**src/rtl/sgr_queue.sv**
```systemverilog
// two-entry job queue between front end and command sequencer
`default_nettype none

module sgr_queue #(
    parameter int W = 8
) (
    input  wire logic         i_clk,
    input  wire logic         i_rst_n,
    input  wire logic         i_wr_valid,
    output logic              o_wr_ready,
    input  wire logic [W-1:0] i_wr_data,
    output logic              o_rd_valid,
    input  wire logic         i_rd_ready,
    output logic [W-1:0]      o_rd_data
);

    logic [W-1:0] r_data [2];
    logic         r_wptr;
    logic         r_rptr;
    logic [1:0]   r_cnt;
    logic         wr_en;
    logic         rd_en;

    assign o_wr_ready = (r_cnt != 2'd2);
    assign o_rd_valid = (r_cnt != 2'd0);
    assign o_rd_data  = r_data[r_rptr];
    assign wr_en      = i_wr_valid && o_wr_ready;
    assign rd_en      = o_rd_valid && i_rd_ready;

    always_ff @(posedge i_clk) begin
        if (wr_en) begin
            r_data[r_wptr] <= i_wr_data;
        end
    end

    always_ff @(posedge i_clk) begin
        if (!i_rst_n) begin
            r_wptr <= 1'b0;
            r_rptr <= 1'b0;
            r_cnt  <= 2'd0;
        end else begin
            if (wr_en) begin
                r_wptr <= ~r_wptr;
            end
            if (rd_en) begin
                r_rptr <= ~r_rptr;
            end
            case ({wr_en, rd_en})
                2'b10:   r_cnt <= r_cnt + 2'd1;
                2'b01:   r_cnt <= r_cnt - 2'd1;
                default: r_cnt <= r_cnt;
            endcase
        end
    end

endmodule

`default_nettype wire

```
**config.mk**
```make
export PLATFORM = sky130hd
export DESIGN_NAME = sgr_queue
export DESIGN_NICKNAME = d
export VERILOG_FILES = /design/src/rtl/sgr_queue.sv
export SDC_FILE = /design/constraint.sdc
export NUM_CORES = 1
export LEC_CHECK = 0
export ABC_AREA = 1
export BUFFER_PORTS_ARGS = -buffer_cell sky130_fd_sc_hd__buf_2
export CORE_MARGIN = 4
export CORE_UTILIZATION = 53
export CTS_CLUSTER_SIZE = 28
export DETAILED_ROUTE_END_ITERATION = 7
export PLACE_DENSITY = 0.8
export SYNTH_ARGS = -nofsm -noshare
export SYNTH_HDL_FRONTEND = slang
export SYNTH_SLANG_ARGS = --single-unit
```
**constraint.sdc**
```tcl
create_clock -name i_clk -period 2.05 [get_ports i_clk]
set_input_delay 0.205 -clock i_clk [delete_from_list [all_inputs] [get_ports i_clk]]
set_output_delay 0.205 -clock i_clk [all_outputs]
set_load 0.05 [all_outputs]
```
* Word-level counts from Yosys, hierarchy flattened
Memories as Yosys holds them, arrays and structs flattened. A register that Yosys moved wholly into a read port is not among the register bits.
Cells that the tools add are included.
** Word-level totals
- Bits in registers :: 4
- Memory bits (writable) :: 16
- Input bits :: 12
- Output and inout bits :: 10
- Word-level logic and storage cells :: 20
- Memories kept :: 1
** Memory list
- r_data :: depth 2, bits a word 8, rd ports 1, clocked after Yosys merged registers in 1, wr ports 1, line 17 : logic [W-1:0] r_data [2];
** Cells by class
- Add/subtract/negate cells :: 2
- Equality and inequality tests :: 3
- Multiplexer cells :: 5
- Bitwise operators :: 2
- Reductions and logical operators :: 4
** Operators with widths (number)
- $mux 1 :: 4
- $pmux 2 s2 :: 1
- $reduce_bool 2->1 :: 2
- $add 2x1->2 const B :: 1
- $eq 2x1->1 const B :: 1
- $eq 2x2->1 const B :: 1
- $logic_and 1x1->1 :: 2
- $ne 2x2->1 const B :: 1
- $not 1->1 :: 2
- $sub 2x1->2 const B :: 1

* Logic depth before layout (Yosys ltp)
Gate-level depths: netlist (run 1).
- Depth after elaboration :: 4
- Depth in mapped cells :: 9
- Gate-level depth less buffers :: 9

* Least setup slack after synthesis (run 1)
No wires, ideal clock.
- Path type :: register to register
- Start :: register r_cnt[0]
- End :: memory r_data[1][0], enable pin
- Arrival :: 1074 ps
- Required time :: 1680 ps
- Setup slack :: 605 ps
- Stages on the path, launching flop included :: 5
- Period minus slack after synthesis :: 1445 ps
- Cell sequence :: dfxtp_1 -> inv_2 -> nand2_4 -> nand2_4 -> nor2_1
** Between the ends
- Cells in the longest elaborated chain, start to end :: 4
** RTL lines
- start: declaration :: line 20 : logic [1:0] r_cnt;
- start signal: assignment :: line 49 : 2'b10: r_cnt <= r_cnt + 2'd1;
- start signal: assignment :: line 50 : 2'b01: r_cnt <= r_cnt - 2'd1;
- start signal: assignment :: line 51 : default: r_cnt <= r_cnt;
- $ne 2x2->1 :: line 24 : assign o_wr_ready = (r_cnt != 2'd2);
- named net o_wr_ready :: line 10 : output logic o_wr_ready,
- $logic_and 1x1->1 :: line 27 : assign wr_en = i_wr_valid && o_wr_ready;
- $mux 1 :: line 31 : if (wr_en) begin
- $mux 1 (not written as such) :: line 32 : r_data[r_wptr] <= i_wr_data;
- end: declaration :: line 17
The timed path passes the listed nets, and every way through them passes these cells.

==> out/results.ini, run 1 <==
[cts]
h-tree-depth = 1
cts_tree = yes
cts_buffers = 3
cts_setup_buffers = 0
clock_latency_ns = 0.29
root_buffer = clkbuf_4
clk_pin_slew_ns = 0.10
ctsResizeCount = 0
cts_hold_buffers = 0
clock_sinks = 21
clk_path_buf_depth = 2

[synthesis]
yosys_register_bits = 21
yosysWarnings = 0
netlist-cell-type-count = 17
synth_top_area_frac = 0.577
synth_area_leader_cell = edfxtp_1
syn_area_per_cell_um2 = 13.6
syn_area_um2 = 832
synthTopCellsByArea = edfxtp_1 58%, dfxtp_1 12%, mux2_1 6.8%
synth_cells = 61
synth_nets = 74
yosysSeqAreaShare = 0.698

[grt]
grt_max_degree = 12
grt_pass1_vias = 482
overflow = 0
antenna_found_initial = 0
grt_pass1_wl_um = 2080
grt.total_usage = 0.138

[floorplan]
core_um2 = 1490
die_area_um2 = 2270
start_util = 0.559
ios = 22
die_w_um = 47.6
rows = 14
die_y_um = 47.6

[power]
vdd.ir_drop.worst_v = 0.000699
p_leak_nw = 0.412
total_power_mw = 1.17
power_density_nw_per_um2 = 1180

[timing]
tns_ns = 0
setup_viol = 0
fmax_mhz = 603
min_period_ns = 1.66
drv_slew = 0
finalClockSkew_ns = 0.00105
period_share = 0.809
rsz0062_at_grt = no
worstMarginPinSlew_ns = 0.377
final-hold-violation-count = 0
maxSlewHeadroom = 0.748

[critical_path]
path_buf_inv = 1
crit_family = flip-flops
critical_path_class = flop to output pin
path_cells = mux2_2, buf_2
max_stage_delay_ns = 0.56
critPathRequiredTime_ns = 1.85
cp-end-kind = output pin
critPathLaunchType = flop
cp.arrival_ns = 1.45
path_max_fanout = 8
cp_slowest_cell = dfxtp_1

[route]
avgViaCountPerCell = 5.11
drt_iter0_drc = 9
dr.pass1.iters = 4
vias = 526
wl_per_cell_um = 13.8
drc = 0
ant_nets = 0
drt-total-wl_um = 1430

[layout]
drive_gt1_frac = 0.379
final_common_cell = buf_2
utilization = 0.667
final_cell_mix = 21 x buf_2, 16 x edfxtp_1, 10 x nor2_1, 6 x nand2_1
area_growth_pct = 19.4
antenna_cells = 0
finish.instance_area_um2 = 993
fin_nets = 101
nFillCells = 112
stdcell_count = 103

[placement]
place_area_um2 = 967
hpwlAfterDp_um = 1120
dp.cells = 99
gp_congestion = 0.743
io_buffer_count = 21

[min_path]
worst_hold_path_type = input pin to flop

[run_status]
status = completed

[flow_run]
maxCapViolations = 0

## layout make-up
| type | count | area (um2) | area share |
|---|---|---|---|
| clock buffers | 4 | 26.3 | 0.0264 |
| inverters | 5 | 18.8 | 0.0189 |
| multi-input cells | 34 | 228 | 0.229 |
| flip-flops and latches | 21 | 581 | 0.584 |
| well taps | 16 | 20.0 | 0.0202 |
| repair buffers | 23 | 120 | 0.121 |
## report_power, final
part / leakage [nW] / switching [mW] / internal [mW] / total, mW
logic: 0.206 / 0.295 / 0.119 / 0.415
clock network: 0.0150 / 0.112 / 0.0757 / 0.187
registers: 0.191 / 0.0473 / 0.521 / 0.568
## path summary, 6_finish.rpt
| path | from | endpoint | slack (ns) | cells after the start |
|---|---|---|---|---|
| min reg2reg | r_rptr | r_rptr | 0.51 | 2 |
| min | i_wr_data[4] | r_data[1][4] | 0.09 | 1 |
| max | flop | o_rd_data[7] | 0.39 | 2 |
| max reg2reg | r_cnt[0] | r_cnt[1] | 0.69 | 9 |
## flip-flops by register name (all words and copies together) (netlist names), named ones only
name,flops
r_wptr,1
r_rptr,1
r_data,16
r_cnt,2
## Yosys cell counts, drive strengths merged
cell type and n:
edfxtp 16, nor2 10, mux2 8, nand2 8, dfxtp 5, inv 5, a21oi 2, o21ai 2
buf 1, ha 1, nand3 1, nand4 1, o21a 1
## cell families after synthesis
family                   count (synthesis)  synth area share
multiplexers                             8             0.108
buffers and inverters                    6            0.0286
AND/OR/NAND/NOR                         20             0.113
AO/OA/AOI/OAI                            5            0.0376
adder cells (fa/ha/maj)                  1            0.0150
flip-flops                              21             0.698
## layer usage
metal / share of wire / vias up / track usage / routed length, um
met2: 0.58 / 13 / 0.254 / 823
met3: 0.054 / 2 / 0.0451 / 77
li1: - / 263 / - / -
met1: 0.36 / 248 / 0.154 / 516
met4: 0.0049 / 0 / 0.0323 / 7
met5: 0 / - / 0 / 0
## metrics by stage
step,hold slack (ns),worst slack [ns]
final,0.0939,0.391
after global routing,0.0705,0.335
after CTS,0.0854,0.385
after detailed placement,0.397,0.713
after global placement,0.392,0.735
after floorplan,0.304,0.605
Note: power is estimated with default switching activity, not from simulation.
==> inputs of run 2 (changes only) <==
--- a/config.mk
+++ b/config.mk
@@ -8,10 +8,10 @@
 export ABC_AREA = 1
 export BUFFER_PORTS_ARGS = -buffer_cell sky130_fd_sc_hd__buf_2
 export CORE_MARGIN = 4
-export CORE_UTILIZATION = 53
+export CORE_UTILIZATION = 44
 export CTS_CLUSTER_SIZE = 28
 export DETAILED_ROUTE_END_ITERATION = 7
-export PLACE_DENSITY = 0.8
+export PLACE_DENSITY = 0.71
 export SYNTH_ARGS = -nofsm -noshare
 export SYNTH_HDL_FRONTEND = slang
 export SYNTH_SLANG_ARGS = --single-unit
==> constraint.sdc (replaced) <==
create_clock -name i_clk -period 1.5 [get_ports i_clk]
set_input_delay 0.15 -clock i_clk [delete_from_list [all_inputs] [get_ports i_clk]]
set_output_delay 0.15 -clock i_clk [all_outputs]
set_load 0.05 [all_outputs]
==> run 2 against run 1 <==
  * Non-clock buffer count unchanged
  * Sequential share of layout area shrank 0.52 points
  * Hold slack worse by 0.058 ns
  * Routed wire length fell by 8.1%
  * Combinational power grew 35%
  * Via count unchanged
  * Critical path type unchanged
  * Largest cell class unchanged
  * Largest power group unchanged
==> out/results.ini, run 2 (synthesis gave the netlist of run 1 again) <==
[layout]
stdcell_count = 112  ; was 103
final_common_cell = buf_2  ; unchanged
drive_gt1_frac = 0.414  ; was 0.379
fin_nets = 101  ; unchanged
largest_reg_flops = 16  ; unchanged
final_cell_mix = 21 x buf_2, 16 x edfxtp_1, 10 x nor2_1, 6 x nand2_1, 5 x mux2_1  ; was 21 x buf_2, 16 x edfxtp_1, 10 x nor2_1, 6 x nand2_1
antenna_cells = 0  ; unchanged
area_growth_pct = 21.5  ; was 19.4%
reg.largest.list = r_data (16), r_cnt (2)  ; unchanged
top_register = r_data  ; unchanged

[timing]
setup_viol = 0  ; unchanged
final-hold-violation-count = 0  ; unchanged
worstMarginPinSlew_ns = 0.251  ; was 0.377 ns
finalClockSkew_ns = 0.00196  ; was 0.00105 ns
fmax_mhz = 708
period_share = 0.942
drv_slew = 0  ; unchanged
min_period_ns = 1.41
rsz0062_at_grt = no  ; unchanged
maxSlewHeadroom = 0.834  ; was 0.748
tns_ns = 0  ; unchanged

[placement]
gp_congestion = 0.739  ; was 0.743
dp.cells = 108  ; was 99
hpwlAfterDp_um = 989  ; was 1120 um
io_buffer_count = 21  ; unchanged

[critical_path]
r2r_start = r_cnt[1]  ; was r_cnt[0]
path_buf_inv = 1  ; unchanged
max_stage_delay_ns = 0.42  ; was 0.56 ns
reg2reg_to = r_cnt[1]  ; unchanged
critical_path_class = flop to output pin  ; unchanged
path_max_fanout = 8  ; unchanged
critPathLaunchType = flop  ; unchanged
critPathRequiredTime_ns = 1.35  ; was 1.85 ns
cp.arrival_ns = 1.26  ; was 1.45 ns
crit_family = flip-flops  ; unchanged
path_cells = mux2_2, buf_2  ; unchanged
cp-end-kind = output pin  ; unchanged
reg2reg_setup_slack_ns = 0.16  ; was 0.69 ns
cp_slowest_cell = dfxtp_4  ; was dfxtp_1
r2r_cells = 7  ; was 9

[cts]
clk_path_buf_depth = 2  ; unchanged
cts_hold_buffers = 0  ; unchanged
clock_sinks = 21  ; unchanged
cts_setup_buffers = 0  ; unchanged
cts_buffers = 3  ; unchanged
ctsResizeCount = 1  ; was 0
clk_pin_slew_ns = 0.11  ; was 0.10 ns
root_buffer = clkbuf_4  ; unchanged
cts_tree = yes  ; unchanged
clock_latency_ns = 0.29  ; about the same
h-tree-depth = 1  ; unchanged

[power]
power_density_nw_per_um2 = 1580  ; was 1180 nW/um2
swShare = 0.387  ; was 0.388
power_frac_clock = 0.162  ; was 0.160
seqPwrFrac = 0.487  ; was 0.486
vdd.ir_drop.worst_v = 0.000719  ; was 0.000699 V
pwr-share-comb = 0.351  ; was 0.354
p_leak_nw = 0.416  ; was 0.412 nW
switchingPower_mw = 0.619  ; was 0.454 mW
p_int_mw = 0.979  ; was 0.716 mW

[floorplan]
die_w_um = 51.5  ; was 47.6 um
core_um2 = 1760  ; was 1490 um2
die_y_um = 51.5  ; was 47.6 um
die_area_um2 = 2650  ; was 2270 um2
rows = 15  ; was 14
ios = 22  ; unchanged
start_util = 0.472  ; was 0.559

[route]
drt_iter0_drc = 9  ; unchanged
avgViaCountPerCell = 4.70  ; was 5.11
wl_per_cell_um = 11.7  ; was 13.8 um
drc = 0  ; unchanged
vias = 526  ; unchanged
dr.pass1.iters = 4  ; unchanged
drt-total-wl_um = 1310  ; was 1430 um
ant_nets = 0  ; unchanged

[min_path]
whs_path_depth = 1  ; unchanged
worst_hold_path_type = input pin to flop  ; unchanged
min_from = i_wr_data[4]  ; unchanged
hold_end = r_data[1][4]  ; unchanged

[grt]
grt_pass1_wl_um = 2100  ; was 2080 um
antenna_found_initial = 0  ; unchanged
overflow = 0  ; unchanged
grt_max_degree = 13  ; was 12
grt_pass1_vias = 494  ; was 482
grt.total_usage = 0.112  ; was 0.138

[run_status]
status = completed  ; unchanged

[flow_run]
maxCapViolations = 0  ; unchanged

run 2: how the worst max path moves through the flow:
stage,endpoint,startpoint,cells past startpoint
2_1_floorplan,r_data[1][0],r_cnt[0],4
3_3_place_gp,r_cnt[1],r_cnt[0],9
3_5_place_dp,r_cnt[1],r_cnt[0],9
4_1_cts,o_rd_data[3],flop,2
5_1_grt,o_rd_data[3],flop,2
6_report,o_rd_data[5],flop,2
run 2: power groups by stage:
stage                     clock network [mW]  registers [mW]  logic (mW)
after floorplan                            0           0.759       0.465
after global placement                     0           0.785       0.557
after detailed placement                   0           0.788       0.566
after CTS                              0.272           0.777       0.568
after global routing                   0.308           0.791       0.606
final                                  0.259           0.778       0.561
run 2: metal layers:
metal / vias up / wire length (um) / track usage
li1: 262 / - / -
met1: 249 / 520 / 0.121
met2: 13 / 696 / 0.189
met3: 2 / 77 / 0.0379
met4: 0 / 17 / 0.0655
met5: - / 0 / 0
run 2: metrics by stage:
step | instance area [um2] | hold WS, ns | worst slack [ns] | util | power (mW)
5_1_grt | 1010 | 0.00960 | 0.00515 | 0.573 | 1.70
2_1_floorplan | 832 | 0.249 | 0.0553 | - | 1.22
3_3_place_gp | 978 | 0.338 | 0.204 | 0.555 | 1.34
3_5_place_dp | 978 | 0.343 | 0.158 | 0.555 | 1.35
4_1_cts | 1010 | 0.0238 | 0.0120 | 0.571 | 1.62
6_report | 1010 | 0.0363 | 0.0868 | 0.573 | 1.60
run 2: cell type report:
cell class / instances / area [um2]
multi-input cells: 34 / 228
clock inverters: 1 / 5.00
well taps: 25 / 31.3
inverters: 5 / 18.8
repair buffers: 23 / 120
flip-flops and latches: 21 / 586
clock buffers: 3 / 22.5
fillers: 169 / 753
