$ cat src/rtl/sgr_pkg.sv
// shared types, constants and font/mark tables for the scaled glyph rasterizer
`default_nettype none

package sgr_pkg;

    localparam int COORD_BITS_DEF = 10;
    localparam int MAX_RESULTS    = 26;
    localparam int CNT_W          = $clog2(MAX_RESULTS);

    // work slots of one glyph, emitted lowest first
    localparam int SLOTS      = 51;
    localparam int SLOT_W     = $clog2(SLOTS);
    localparam int SLOT_PRINT = 40;
    localparam int SLOT_LINE  = 41;
    localparam int SLOT_SHAPE = 42;
    localparam int SLOT_TONE  = 46;
    localparam int SLOT_DOT   = 50;

    typedef enum logic [1:0] {
        CMD_RECT  = 2'd0,
        CMD_LINE  = 2'd1,
        CMD_PRINT = 2'd2
    } t_cmd;

    typedef struct packed {
        logic [15:0]      color;
        logic [2:0]       tone;
        logic [1:0]       shape;
        logic [7:0]       ch;
        logic [SLOTS-1:0] mask;
    } t_job;

    function automatic logic [40:0] pack_cols(input logic [7:0] c0, input logic [7:0] c1,
                                              input logic [7:0] c2, input logic [7:0] c3,
                                              input logic [7:0] c4);
        pack_cols = {1'b1, c4, c3, c2, c1, c0};
    endfunction

    // bit 40 set when the code is in the font, column c at bits c*8 +: 8
    function automatic logic [40:0] font_lookup(input logic [7:0] ch);
        logic [40:0] f;
        f = '0;
        case (ch)
            8'h20: f = pack_cols(8'h00, 8'h00, 8'h00, 8'h00, 8'h00);
            8'h2D: f = pack_cols(8'h08, 8'h08, 8'h08, 8'h08, 8'h08);
            8'h2E: f = pack_cols(8'h00, 8'h00, 8'h60, 8'h60, 8'h00);
            8'h2F: f = pack_cols(8'h20, 8'h10, 8'h08, 8'h04, 8'h02);
            8'h3A: f = pack_cols(8'h00, 8'h00, 8'h14, 8'h00, 8'h00);
            8'h30: f = pack_cols(8'h3E, 8'h51, 8'h49, 8'h45, 8'h3E);
            8'h31: f = pack_cols(8'h00, 8'h42, 8'h7F, 8'h40, 8'h00);
            8'h32: f = pack_cols(8'h72, 8'h49, 8'h49, 8'h49, 8'h46);
            8'h33: f = pack_cols(8'h21, 8'h41, 8'h49, 8'h4D, 8'h33);
            8'h34: f = pack_cols(8'h18, 8'h14, 8'h12, 8'h7F, 8'h10);
            8'h35: f = pack_cols(8'h27, 8'h45, 8'h45, 8'h45, 8'h39);
            8'h36: f = pack_cols(8'h3C, 8'h4A, 8'h49, 8'h49, 8'h31);
            8'h37: f = pack_cols(8'h41, 8'h21, 8'h11, 8'h09, 8'h07);
            8'h38: f = pack_cols(8'h36, 8'h49, 8'h49, 8'h49, 8'h36);
            8'h39: f = pack_cols(8'h46, 8'h49, 8'h49, 8'h29, 8'h1E);
            8'h41: f = pack_cols(8'h7C, 8'h12, 8'h11, 8'h12, 8'h7C);
            8'h42: f = pack_cols(8'h7F, 8'h49, 8'h49, 8'h49, 8'h36);
            8'h43: f = pack_cols(8'h3E, 8'h41, 8'h41, 8'h41, 8'h22);
            8'h44: f = pack_cols(8'h7F, 8'h41, 8'h41, 8'h41, 8'h3E);
            8'h45: f = pack_cols(8'h7F, 8'h49, 8'h49, 8'h49, 8'h41);
            8'h46: f = pack_cols(8'h7F, 8'h09, 8'h09, 8'h09, 8'h01);
            8'h47: f = pack_cols(8'h3E, 8'h41, 8'h41, 8'h51, 8'h73);
            8'h48: f = pack_cols(8'h7F, 8'h08, 8'h08, 8'h08, 8'h7F);
            8'h49: f = pack_cols(8'h00, 8'h41, 8'h7F, 8'h41, 8'h00);
            8'h4A: f = pack_cols(8'h20, 8'h40, 8'h41, 8'h3F, 8'h01);
            8'h4B: f = pack_cols(8'h7F, 8'h08, 8'h14, 8'h22, 8'h41);
            8'h4C: f = pack_cols(8'h7F, 8'h40, 8'h40, 8'h40, 8'h40);
            8'h4D: f = pack_cols(8'h7F, 8'h02, 8'h1C, 8'h02, 8'h7F);
            8'h4E: f = pack_cols(8'h7F, 8'h04, 8'h08, 8'h10, 8'h7F);
            8'h4F: f = pack_cols(8'h3E, 8'h41, 8'h41, 8'h41, 8'h3E);
            8'h50: f = pack_cols(8'h7F, 8'h09, 8'h09, 8'h09, 8'h06);
            8'h51: f = pack_cols(8'h3E, 8'h41, 8'h51, 8'h21, 8'h5E);
            8'h52: f = pack_cols(8'h7F, 8'h09, 8'h19, 8'h29, 8'h46);
            8'h53: f = pack_cols(8'h26, 8'h49, 8'h49, 8'h49, 8'h32);
            8'h54: f = pack_cols(8'h03, 8'h01, 8'h7F, 8'h01, 8'h03);
            8'h55: f = pack_cols(8'h3F, 8'h40, 8'h40, 8'h40, 8'h3F);
            8'h56: f = pack_cols(8'h1F, 8'h20, 8'h40, 8'h20, 8'h1F);
            8'h57: f = pack_cols(8'h3F, 8'h40, 8'h38, 8'h40, 8'h3F);
            8'h58: f = pack_cols(8'h63, 8'h14, 8'h08, 8'h14, 8'h63);
            8'h59: f = pack_cols(8'h03, 8'h04, 8'h78, 8'h04, 8'h03);
            8'h5A: f = pack_cols(8'h61, 8'h59, 8'h49, 8'h4D, 8'h43);
            default: f = '0;
        endcase
        font_lookup = f;
    endfunction

    // shape mark pixel k as {col, row}
    function automatic logic [5:0] shape_px(input logic [1:0] shape, input logic [1:0] k);
        logic [5:0] p;
        case ({shape, k})
            4'b0100: p = {3'd1, 3'd2};
            4'b0101: p = {3'd2, 3'd1};
            4'b0110: p = {3'd3, 3'd1};
            4'b0111: p = {3'd4, 3'd2};
            4'b1000: p = {3'd1, 3'd0};
            4'b1001: p = {3'd2, 3'd1};
            4'b1010: p = {3'd3, 3'd1};
            4'b1011: p = {3'd4, 3'd0};
            4'b1100: p = {3'd4, 3'd1};
            4'b1101: p = {3'd5, 3'd0};
            default: p = '0;
        endcase
        shape_px = p;
    endfunction

    // tone mark pixel k as {col, row}
    function automatic logic [5:0] tone_px(input logic [2:0] tone, input logic [1:0] k);
        logic [5:0] p;
        case ({tone, k})
            5'b00100: p = {3'd4, 3'd1};
            5'b00101: p = {3'd3, 3'd2};
            5'b01000: p = {3'd2, 3'd0};
            5'b01001: p = {3'd3, 3'd1};
            5'b01100: p = {3'd2, 3'd0};
            5'b01101: p = {3'd3, 3'd0};
            5'b01110: p = {3'd3, 3'd1};
            5'b01111: p = {3'd2, 3'd2};
            5'b10000: p = {3'd1, 3'd1};
            5'b10001: p = {3'd2, 3'd0};
            5'b10010: p = {3'd3, 3'd1};
            5'b10011: p = {3'd4, 3'd0};
            default:  p = '0;
        endcase
        tone_px = p;
    endfunction

    // floor(3*s/2)
    function automatic logic [3:0] sc15(input logic [2:0] s);
        logic [3:0] v;
        case (s)
            3'd0: v = 4'd0;
            3'd1: v = 4'd1;
            3'd2: v = 4'd3;
            3'd3: v = 4'd4;
            3'd4: v = 4'd6;
            3'd5: v = 4'd7;
            3'd6: v = 4'd9;
            3'd7: v = 4'd10;
            default: v = 4'd0;
        endcase
        sc15 = v;
    endfunction

endpackage

`default_nettype wire

$ cat src/rtl/sgr_back.sv
// command sequencer: one command per cycle from the slot mask while the output is not stalled, with output register
`default_nettype none

module sgr_back
    import sgr_pkg::*;
#(
    parameter int COORD_BITS = COORD_BITS_DEF
) (
    input  wire logic                  i_clk,
    input  wire logic                  i_rst_n,
    input  wire logic                  i_job_valid,
    output logic                       o_job_ready,
    input  t_job                       i_job,
    input  wire logic [COORD_BITS-1:0] i_x,
    input  wire logic [COORD_BITS-1:0] i_y,
    output logic                       o_valid,
    input  wire logic                  i_ready,
    output t_cmd                       o_cmd,
    output logic [COORD_BITS:0]        o_first_x,
    output logic [COORD_BITS:0]        o_first_y,
    output logic [COORD_BITS:0]        o_second_x,
    output logic [COORD_BITS:0]        o_second_y,
    output logic [15:0]                o_color,
    output logic                       o_last
);

    localparam int CW = COORD_BITS + 1;

    logic                  r_busy;
    logic [SLOTS-1:0]      r_mask;
    logic [CNT_W-1:0]      r_cnt;
    logic [7:0]            r_ch;
    logic [1:0]            r_shape;
    logic [2:0]            r_tone;
    logic [15:0]           r_color;
    logic [COORD_BITS-1:0] r_x;
    logic [COORD_BITS-1:0] r_y;

    logic                  r_out_valid;
    t_cmd                  r_cmd;
    logic [CW-1:0]         r_fx;
    logic [CW-1:0]         r_fy;
    logic [CW-1:0]         r_sx;
    logic [CW-1:0]         r_sy;
    logic [15:0]           r_ocolor;
    logic                  r_last;

    logic [SLOT_W-1:0]     sel;
    logic [SLOTS-1:0]      mask_rest;
    logic [2:0]            pc;
    logic [2:0]            pr;
    logic [1:0]            k;
    logic [CW-1:0]         xe;
    logic [CW-1:0]         ye;
    logic [CW-1:0]         yb;
    logic [16:0]           ch_w;
    t_cmd                  cmd;
    logic [CW-1:0]         fx;
    logic [CW-1:0]         fy;
    logic [CW-1:0]         sx;
    logic [CW-1:0]         sy;
    logic                  advance;
    logic                  emit;
    logic                  last_now;
    logic                  pop;

    always_comb begin
        sel = '0;
        for (int i = SLOTS - 1; i >= 0; i--) begin
            if (r_mask[i]) begin
                sel = SLOT_W'(i);
            end
        end
        mask_rest = r_mask & ~({{(SLOTS-1){1'b0}}, 1'b1} << sel);

        xe   = {1'b0, r_x};
        ye   = {1'b0, r_y};
        ch_w = {9'd0, r_ch};
        pc   = '0;
        pr   = '0;
        k    = '0;
        yb   = ye;
        cmd  = CMD_RECT;
        if (sel < SLOT_W'(SLOT_PRINT)) begin
            pc = sel[5:3];
            pr = sel[2:0];
        end else if (sel == SLOT_W'(SLOT_PRINT)) begin
            cmd = CMD_PRINT;
        end else if (sel == SLOT_W'(SLOT_LINE)) begin
            cmd = CMD_LINE;
        end else if (sel < SLOT_W'(SLOT_TONE)) begin
            k        = 2'(sel - SLOT_W'(SLOT_SHAPE));
            {pc, pr} = shape_px(r_shape, k);
            yb       = (ye >= CW'(3)) ? ye - CW'(3) : '0;
        end else if (sel < SLOT_W'(SLOT_DOT)) begin
            k        = 2'(sel - SLOT_W'(SLOT_TONE));
            {pc, pr} = tone_px(r_tone, k);
            yb       = (ye >= CW'(6)) ? ye - CW'(6) : '0;
        end else begin
            // dot below sits at source pixel column 3, row 0
            pc = 3'd3;
            yb = ye + CW'(12);
        end

        case (cmd)
            CMD_LINE: begin
                fx = xe + CW'(2);
                fy = ye + CW'(6);
                sx = xe + CW'(8);
                sy = ye + CW'(3);
            end
            CMD_PRINT: begin
                fx = xe;
                fy = ye + CW'(2);
                sx = ch_w[CW-1:0];
                sy = '0;
            end
            default: begin
                fx = xe + CW'(sc15(pc));
                fy = yb + CW'(sc15(pr));
                sx = pc[0] ? CW'(2) : CW'(1);
                sy = pr[0] ? CW'(2) : CW'(1);
            end
        endcase
    end

    assign advance     = !r_out_valid || i_ready;
    assign emit        = r_busy && advance;
    assign last_now    = (mask_rest == '0) || (r_cnt == CNT_W'(MAX_RESULTS - 1));
    assign pop         = advance && i_job_valid && (!r_busy || last_now);
    assign o_job_ready = advance && (!r_busy || last_now);

    always_ff @(posedge i_clk) begin
        if (!i_rst_n) begin
            r_busy      <= 1'b0;
            r_out_valid <= 1'b0;
        end else begin
            if (advance) begin
                r_out_valid <= emit;
            end
            if (pop) begin
                r_busy <= 1'b1;
            end else if (emit && last_now) begin
                r_busy <= 1'b0;
            end
        end
    end

    always_ff @(posedge i_clk) begin
        if (pop) begin
            r_mask  <= i_job.mask;
            r_cnt   <= '0;
            r_ch    <= i_job.ch;
            r_shape <= i_job.shape;
            r_tone  <= i_job.tone;
            r_color <= i_job.color;
            r_x     <= i_x;
            r_y     <= i_y;
        end else if (emit) begin
            r_mask <= mask_rest;
            r_cnt  <= r_cnt + CNT_W'(1);
        end
        if (emit) begin
            r_cmd    <= cmd;
            r_fx     <= fx;
            r_fy     <= fy;
            r_sx     <= sx;
            r_sy     <= sy;
            r_ocolor <= r_color;
            r_last   <= last_now;
        end
    end

    assign o_valid    = r_out_valid;
    assign o_cmd      = r_cmd;
    assign o_first_x  = r_fx;
    assign o_first_y  = r_fy;
    assign o_second_x = r_sx;
    assign o_second_y = r_sy;
    assign o_color    = r_ocolor;
    assign o_last     = r_last;

    a_busy_has_work: assert property (@(posedge i_clk) disable iff (!i_rst_n)
        r_busy |-> (r_mask != '0))
        else $error("sequencer busy with empty slot mask");

    a_cnt_bound: assert property (@(posedge i_clk) disable iff (!i_rst_n)
        r_busy |-> (r_cnt < CNT_W'(MAX_RESULTS)))
        else $error("command count past limit");

    a_single_slot_last: assert property (@(posedge i_clk) disable iff (!i_rst_n)
        (r_busy && advance && $onehot(r_mask)) |=> (r_out_valid && r_last))
        else $error("final slot not marked last");

    a_pop_only_when_free: assert property (@(posedge i_clk) disable iff (!i_rst_n)
        pop |-> (!r_busy || emit))
        else $error("job loaded over unfinished glyph");

endmodule

`default_nettype wire

$ cat config.mk
export PLATFORM = sky130hd
export DESIGN_NAME = sgr_back
export DESIGN_NICKNAME = d
export VERILOG_FILES = /design/src/rtl/sgr_pkg.sv /design/src/rtl/sgr_back.sv
export SDC_FILE = /design/constraint.sdc
export NUM_CORES = 1
export LEC_CHECK = 0
export ABC_CLOCK_PERIOD_IN_PS = 5800
export BUFFER_PORTS_ARGS = -buffer_cell sky130_fd_sc_hd__buf_4
export CAP_MARGIN = 20
export CORE_AREA = 2 2 137 139
export CTS_BUF_LIST = sky130_fd_sc_hd__clkbuf_16
export DETAILED_ROUTE_END_ITERATION = 16
export DIE_AREA = 0 0 139 141
export PLACE_DENSITY = 0.8
export SLEW_MARGIN = 20
export SYNTH_ARGS = -nofsm -noshare
export SYNTH_HDL_FRONTEND = slang
export SYNTH_SLANG_ARGS = --single-unit
export TNS_END_PERCENT = 10
$ cat constraint.sdc
create_clock -name i_clk -period 5.8 [get_ports i_clk]
set_input_delay 0.58 -clock i_clk [delete_from_list [all_inputs] [get_ports i_clk]]
set_output_delay 0.58 -clock i_clk [all_outputs]
set_load 0.02 [all_outputs]
# After elaboration in Yosys (flattened, before gate mapping)
# Memory sizes are Yosys's and may differ from the RTL's.
# Index checks and enable logic that the tools add are counted.
# totals
rom_bits,304
elab_cells,144
reg_bits,170
n_memories,4
# classes
n_bitwise,2
n_eq_ne,5
magnitude_cmp,5
add_sub_neg,13
shift,1
muxes,83
n_reduce_logical,14
# mem_list
memory,depth,word_bits,rd,rd_ports_with_merged_regs,wr,line_no,text
(name not given),32,5,1,0,0,sgr_pkg.sv:112,"case ({tone, k})"
(name not given),16,5,1,0,0,sgr_pkg.sv:93,"case ({shape, k})"
(name not given),8,4,1,0,0,sgr_pkg.sv:133,case (s)
(name not given),8,4,1,0,0,sgr_pkg.sv:133,
# ops
cell,n
two-way mux 6 bit,51
two-way mux 51 bit,2
one-hot mux 11 bit (2 select lines),4
two-way mux 11 bit,7
bitwise AND 51 bit,1
zero test 51 bit,1
NOT 51 bit,1
<< shifter 1 x 6 -> 51 bit (first input constant),1
adder 10 x 2 -> 11 bit (second input constant),3
two-way mux 3 bit,10
adder 10 x 4 -> 11 bit (second input constant),2
less-than comparator 6 bit (second input constant),3
== test 6 bit (second input constant),2
adder 10 x 3 -> 11 bit (second input constant),1
adder 10 x 4 -> 11 bit,1
adder 11 x 4 -> 11 bit,1
subtractor 10 x 2 -> 11 bit (second input constant),1
subtractor 10 x 3 -> 11 bit (second input constant),1
>= comparator 10 x 2 -> 1 bit (second input constant),1
>= comparator 10 x 3 -> 1 bit (second input constant),1
two-way mux 2 bit,4
two-way mux 4 bit,2
adder 5 x 1 -> 5 bit (second input constant),1
== test 5 bit (second input constant),1
other kinds (9),20

# Logic depth before layout (Yosys ltp)
# An unclocked memory read counts as a cell.
# logic_depth
word_depth,62
depth_mapped,32

# Worst setup path before layout
# Ideal clock, no wire load.
# synth_path
path_type,reg2reg
startpoint,register r_mask[19]
endpoint,"register r_fx[8], in the netlist o_first_x[8] (data pin)"
slack_ps,490
t_arrival_ps,5036
path_buffers,2
synth_period_minus_slack_ps,5310
path_stages_with_launch,27
required_time_ps,5526
cell_sequence,edfxtp_1 or4_1 a211oi_1 o21ai_0 and2_1 nor2_1 inv_1 ha_1 clkbuf_1 a21oi_1 a211oi_1 a21oi_1 a21oi_1 o21ai_0 o21ai_0 ha_1 clkbuf_1 ha_1 inv_1 fa_1 nor2b_1 o21ai_0 nand2b_1 and3_1 nand3_1 xor2_1 o221ai_1
# synth_via
elab_chain_len,31
word_cells_on_any_way,43
cone_classes,3 x add/sub; 3 x order compare; 4 x eq/ne; 30 x mux; 3 x memory
# synth_rtl
element,line_no,text
start: declaration,sgr_back.sv:30,logic [SLOTS-1:0] r_mask;
start signal: assignment,sgr_back.sv:151,r_mask <= i_job.mask;
start signal: assignment,sgr_back.sv:160,r_mask <= mask_rest;
two-way mux 6 bit * (20 in a row),sgr_back.sv:70,if (r_mask[i]) begin
subtractor 2 bit,"sgr_back.sv:92, sgr_back.sv:96",
memory (32 x 5 bit),--,
two-way mux 3 bit,sgr_back.sv:95,end else if (sel < SLOT_W'(SLOT_DOT)) begin
two-way mux 3 bit,sgr_back.sv:91,end else if (sel < SLOT_W'(SLOT_TONE)) begin
two-way mux 3 bit,sgr_back.sv:89,end else if (sel == SLOT_W'(SLOT_LINE)) begin
two-way mux 3 bit,sgr_back.sv:87,end else if (sel == SLOT_W'(SLOT_PRINT)) begin
two-way mux 3 bit,sgr_back.sv:84,if (sel < SLOT_W'(SLOT_PRINT)) begin
memory (8 x 4 bit),--,
two-way mux 4 bit,sgr_back.sv:105,case (cmd)
adder 10 x 4 -> 11 bit,sgr_back.sv:119,fx = xe + CW'(sc15(pc));
one-hot mux 11 bit (2 select lines) *,sgr_back.sv:105,
net fx[8],sgr_back.sv:58,logic [CW-1:0] fx;
end signal: assignment,sgr_back.sv:165,r_fx <= fx;
end: declaration,sgr_back.sv:41,logic [CW-1:0] r_fx;
# The timed path passes the listed nets; every way through them passes the cells marked *. The select of a mux whose other input is x is not followed.
# A chain may end at the register's enable or synchronous reset.

# Final worst setup path
# layout_path
startpoint,register r_mask[47]
endpoint,"register r_fy[10], in the netlist o_first_y[10] (data pin)"
# layout_via
elab_chain_len,59
word_cells_on_any_way,76
cone_classes,3 x add/sub; 3 x order compare; 4 x eq/ne; 63 x mux; 3 x memory
# layout_rtl
element,line_no,text
two-way mux 6 bit * (48 in a row),sgr_back.sv:70,
subtractor 2 bit,"sgr_back.sv:92, sgr_back.sv:96",
memory (32 x 5 bit),--,
two-way mux 3 bit,sgr_back.sv:95,
two-way mux 3 bit,sgr_back.sv:91,
two-way mux 3 bit,sgr_back.sv:89,
two-way mux 3 bit,sgr_back.sv:87,
two-way mux 3 bit,sgr_back.sv:84,
memory (8 x 4 bit),--,
two-way mux 4 bit,sgr_back.sv:105,
adder 11 x 4 -> 11 bit,sgr_back.sv:120,fy = yb + CW'(sc15(pr));
one-hot mux 11 bit (2 select lines) *,sgr_back.sv:105,
net fy[10],sgr_back.sv:59,logic [CW-1:0] fy;
end signal: assignment,sgr_back.sv:166,r_fy <= fy;
end: declaration,sgr_back.sv:42,logic [CW-1:0] r_fy;
# Marks and branches as above.

==> impl_metrics.csv <==
group,metric,value,unit
synthesis,syn_nets,1158,
worst_setup_path,cp.arrival,5620,ps
route,vias_per_cell,6.19,
synthesis,synth_edf_count,163,
clock_tree,path_clk_slew,80,ps
synthesis,synthXorXnorAreaFrac,4.12,%
sta,slew_headroom,34.2,%
synthesis,synth_top_family_by_area,"compound AO/OA/AOI/OAI gates",
worst_setup_path,path_cells,"a21oi_1 -> o21bai_1 -> a21oi_1 -> o21a_1 -> o221ai_1 -> a211oi_1 -> nor2_1 -> nor2_1 -> inv_1 -> ha_1 -> nor2_1 -> a21oi_1 -> mux2_2 -> buf_4 -> or4_1 -> o21ai_0 -> ha_1 -> fa_1 -> a21o_1 -> a21oi_1 -> nor3_1 -> nand3b_1 -> xnor2_1 -> o21ai_1",
clock_tree,cts_buffers,17,
global_routing,grt_usage,28.8,%
clock_tree,cts.sinks,170,
worst_setup_path,critPathBufInv,2,
hold_path,hold_path_class,"input pin to flip-flop",
worst_setup_path,cp_common_cell,"a21oi_1",
place,portBuffers,168,
route,wl_per_cell,19.9,um
sta,fin_skew,10.6,ps
sta,finalSetupTns,0,ps
sta,hold_viol,0,
synthesis,yosysUniqueCellTypes,78,
finish,antenna-diode-count,0,
die,initial_core_util,55.9,%
route,antenna_left,0,
die,rows,50,
die,die_y,141,um
route,wl,28600,um
sta,setup_viol,0,
place,post-dp-hpwl,21200,um
place,globalplace.congestion,0.999,
global_routing,grt_pass1_vias,8710,
sta,hold_ws,310,ps
global_routing,grt.overflow.total,0,
synthesis,syn_avg_cell_area,10.0,sq um
sta,fmax,0.184,GHz
sta,slew_violations,0,
route,drt-initial-drc-count,820,
route,dr.pass1.iters,5,
worst_setup_path,cp_max_fo,8,
sta,finalCritPeriodShare,93.6,%
synthesis,synth.top_cell.area_share,48.0,%
synthesis,synth_most_common_cell,"edfxtp_1",
synthesis,synth_warnings,0,
place,pre_cts_ws,263,ps
synthesis,yosys.area_share.simple,17.0,%
die,fp.dieW,139,um
pwr,power,3.58,mW
flow_run,maxCapViolations,0,
clock_tree,clk_latency,440,ps
synthesis,synthTopCellsByCount,"163 x edfxtp_1, 112 x nor2_1, 87 x o21ai_0",
finish,drive_gt1_share,23.5,%
sta,period_minus_slack,5430,ps
synthesis,yosysSeqAreaShare,49.3,%
sta,rsz0062_at_grt,"no",
synthesis,syn-instance-count,1016,
worst_setup_path,max_stage_delay,600,ps
synthesis,synth_top_flop_cell,"edfxtp_1",
global_routing,grt_max_degree,70,
pwr,powerDensity,287,mW/mm^2
global_routing,antenna_found_initial,0,
worst_setup_path,cp_slowest_cell,"or4_1",
finish,final_nets,1333,
synthesis,synth_seq_cells,170,
worst_setup_path,worst_ep_required_time,5990,ps
synthesis,syn_area,0.0102,sq mm
clock_tree,ctsRootBufferMaster,"clkbuf_16",
clock_tree,cts_max_level,4,
route,drcViolationCount,0,
worst_setup_path,cp_top_family,"compound AO/OA/AOI/OAI gates",
run_status,outcome,"completed",
die,core-area,0.0183,sq mm
clock_tree,clockBufferDepth,2,
worst_setup_path,critPathLaunchType,"flip-flop",
synthesis,yosys.area.top_type,"edfxtp_1",
worst_setup_path,path_class,"flip-flop to flip-flop",
pwr,vdd_drop_max,0.233,mV
synthesis,yosys.area_share.adder,4.88,%
finish,final_cells,1438,
synthesis,ys_async_sr_fraction,0,%
die,io_pins,169,
synthesis,muxShareOfSynthArea,2.23,%
sta,worstMarginPinSlew,985,ps
synthesis,synth_compound_area_share,18.4,%
route,via_count,8898,
synthesis,synthTopCellsByArea,"edfxtp_1 48%, ha_1 4.3%, o21ai_0 4.3%",
finish,syn2layout_area_growth,22.5,%
clock_tree,cts_tree,"yes",
die,dieArea,0.0196,sq mm
sta,setup_slack,373,ps
pwr,leakage,4.88,nW
worst_setup_path,endpoint_kind,"flip-flop",
global_routing,grt_pass1_wl,45100,um
place,dp_cells,1406,
worst paths after layout:
path / startpoint / endpoint / slack [ps] / depth (start not counted)
setup / recovery: r_mask[47] / o_first_y[10] / 370 / 24
setup reg to reg: r_mask[47] / o_first_y[10] / 370 / 24
hold reg to reg: r_color[14] / o_color[14] / 420 / 0
hold / removal: i_y[0] / r_y[0] / 310 / 1
metal layers:
metal / part of all wire [%] / global-route usage, % / up-vias
met5: 0 / 0 / -
met4: 3.1 / 12.0 / 0
met3: 7.2 / 4.86 / 76
met2: 49 / 48.8 / 449
met1: 40 / 37.0 / 4203
li1: - / - / 4170
flip-flops by register name, indices dropped and copies added (netlist names), 10 cells and up:
register / count
r_mask: 51
o_second_x: 11
o_second_y: 11
r_color: 16
r_y: 10
o_color: 16
o_first_x: 11
r_x: 10
o_first_y: 11
placed cells by master, fill, tap and decap left out, drive strengths merged, types with 6 or more instances in the layout:
| cell type | instances |
|---|---|
| a31oi | 6 |
| nor3 | 26 |
| and3 | 7 |
| mux2 | 15 |
| nor2 | 114 |
| inv | 60 |
| o31ai | 9 |
| or3 | 10 |
| a21oi | 66 |
| o21a | 11 |
| a221oi | 6 |
| nand4 | 18 |
| o21ai | 89 |
| buf | 205 |
| clkbuf | 17 |
| and2 | 7 |
| o31a | 8 |
| ha | 35 |
| nor4 | 23 |
| o211ai | 15 |
| edfxtp | 163 |
| nand2 | 68 |
| or4 | 9 |
| a21o | 22 |
| clkinv | 8 |
| xor2 | 22 |
| dfxtp | 7 |
| o22ai | 9 |
| nor2b | 8 |
| nand3 | 32 |
| a211oi | 9 |
| xnor2 | 26 |
per-stage QoR:
step | instance area, sq um | util, %
final | 12500 | 68.4
after global routing | 12500 | 68.4
after CTS | 12500 | 68.2
after detailed placement | 11900 | 65.0
after global placement | 11900 | 65.0
after floorplan | 10200 | -
timing repair:
item	in CTS	in global routing
buffers inserted	0	0
gates resized for setup	0	13
setup endpoints to repair	0	14
hold buffers	0	0
kinds of logic after synthesis:
group	after synthesis
AND/OR/NAND/NOR	344
AO/OA/AOI/OAI	294
flip-flops	170
buffers and inverters	103
XOR/XNOR	48
adder cells (fa/ha/maj)	38
multiplexers	19
layout make-up:
type	count	area, sq um
Fill cell	1445	5770
Sequential cell	170	5030
Multi-Input combinational cell	743	4820
Timing Repair Buffer	205	1560
Clock buffer	17	425
Tap cell	234	293
Inverter	54	203
Clock inverter	15	159
power by group:
group	internal, mW	switching [mW]
sequential	1.51	0.143
combinational	0.338	0.472
clock	0.573	0.547
total	2.42	1.16
Power figures use the tool's default switching activity.
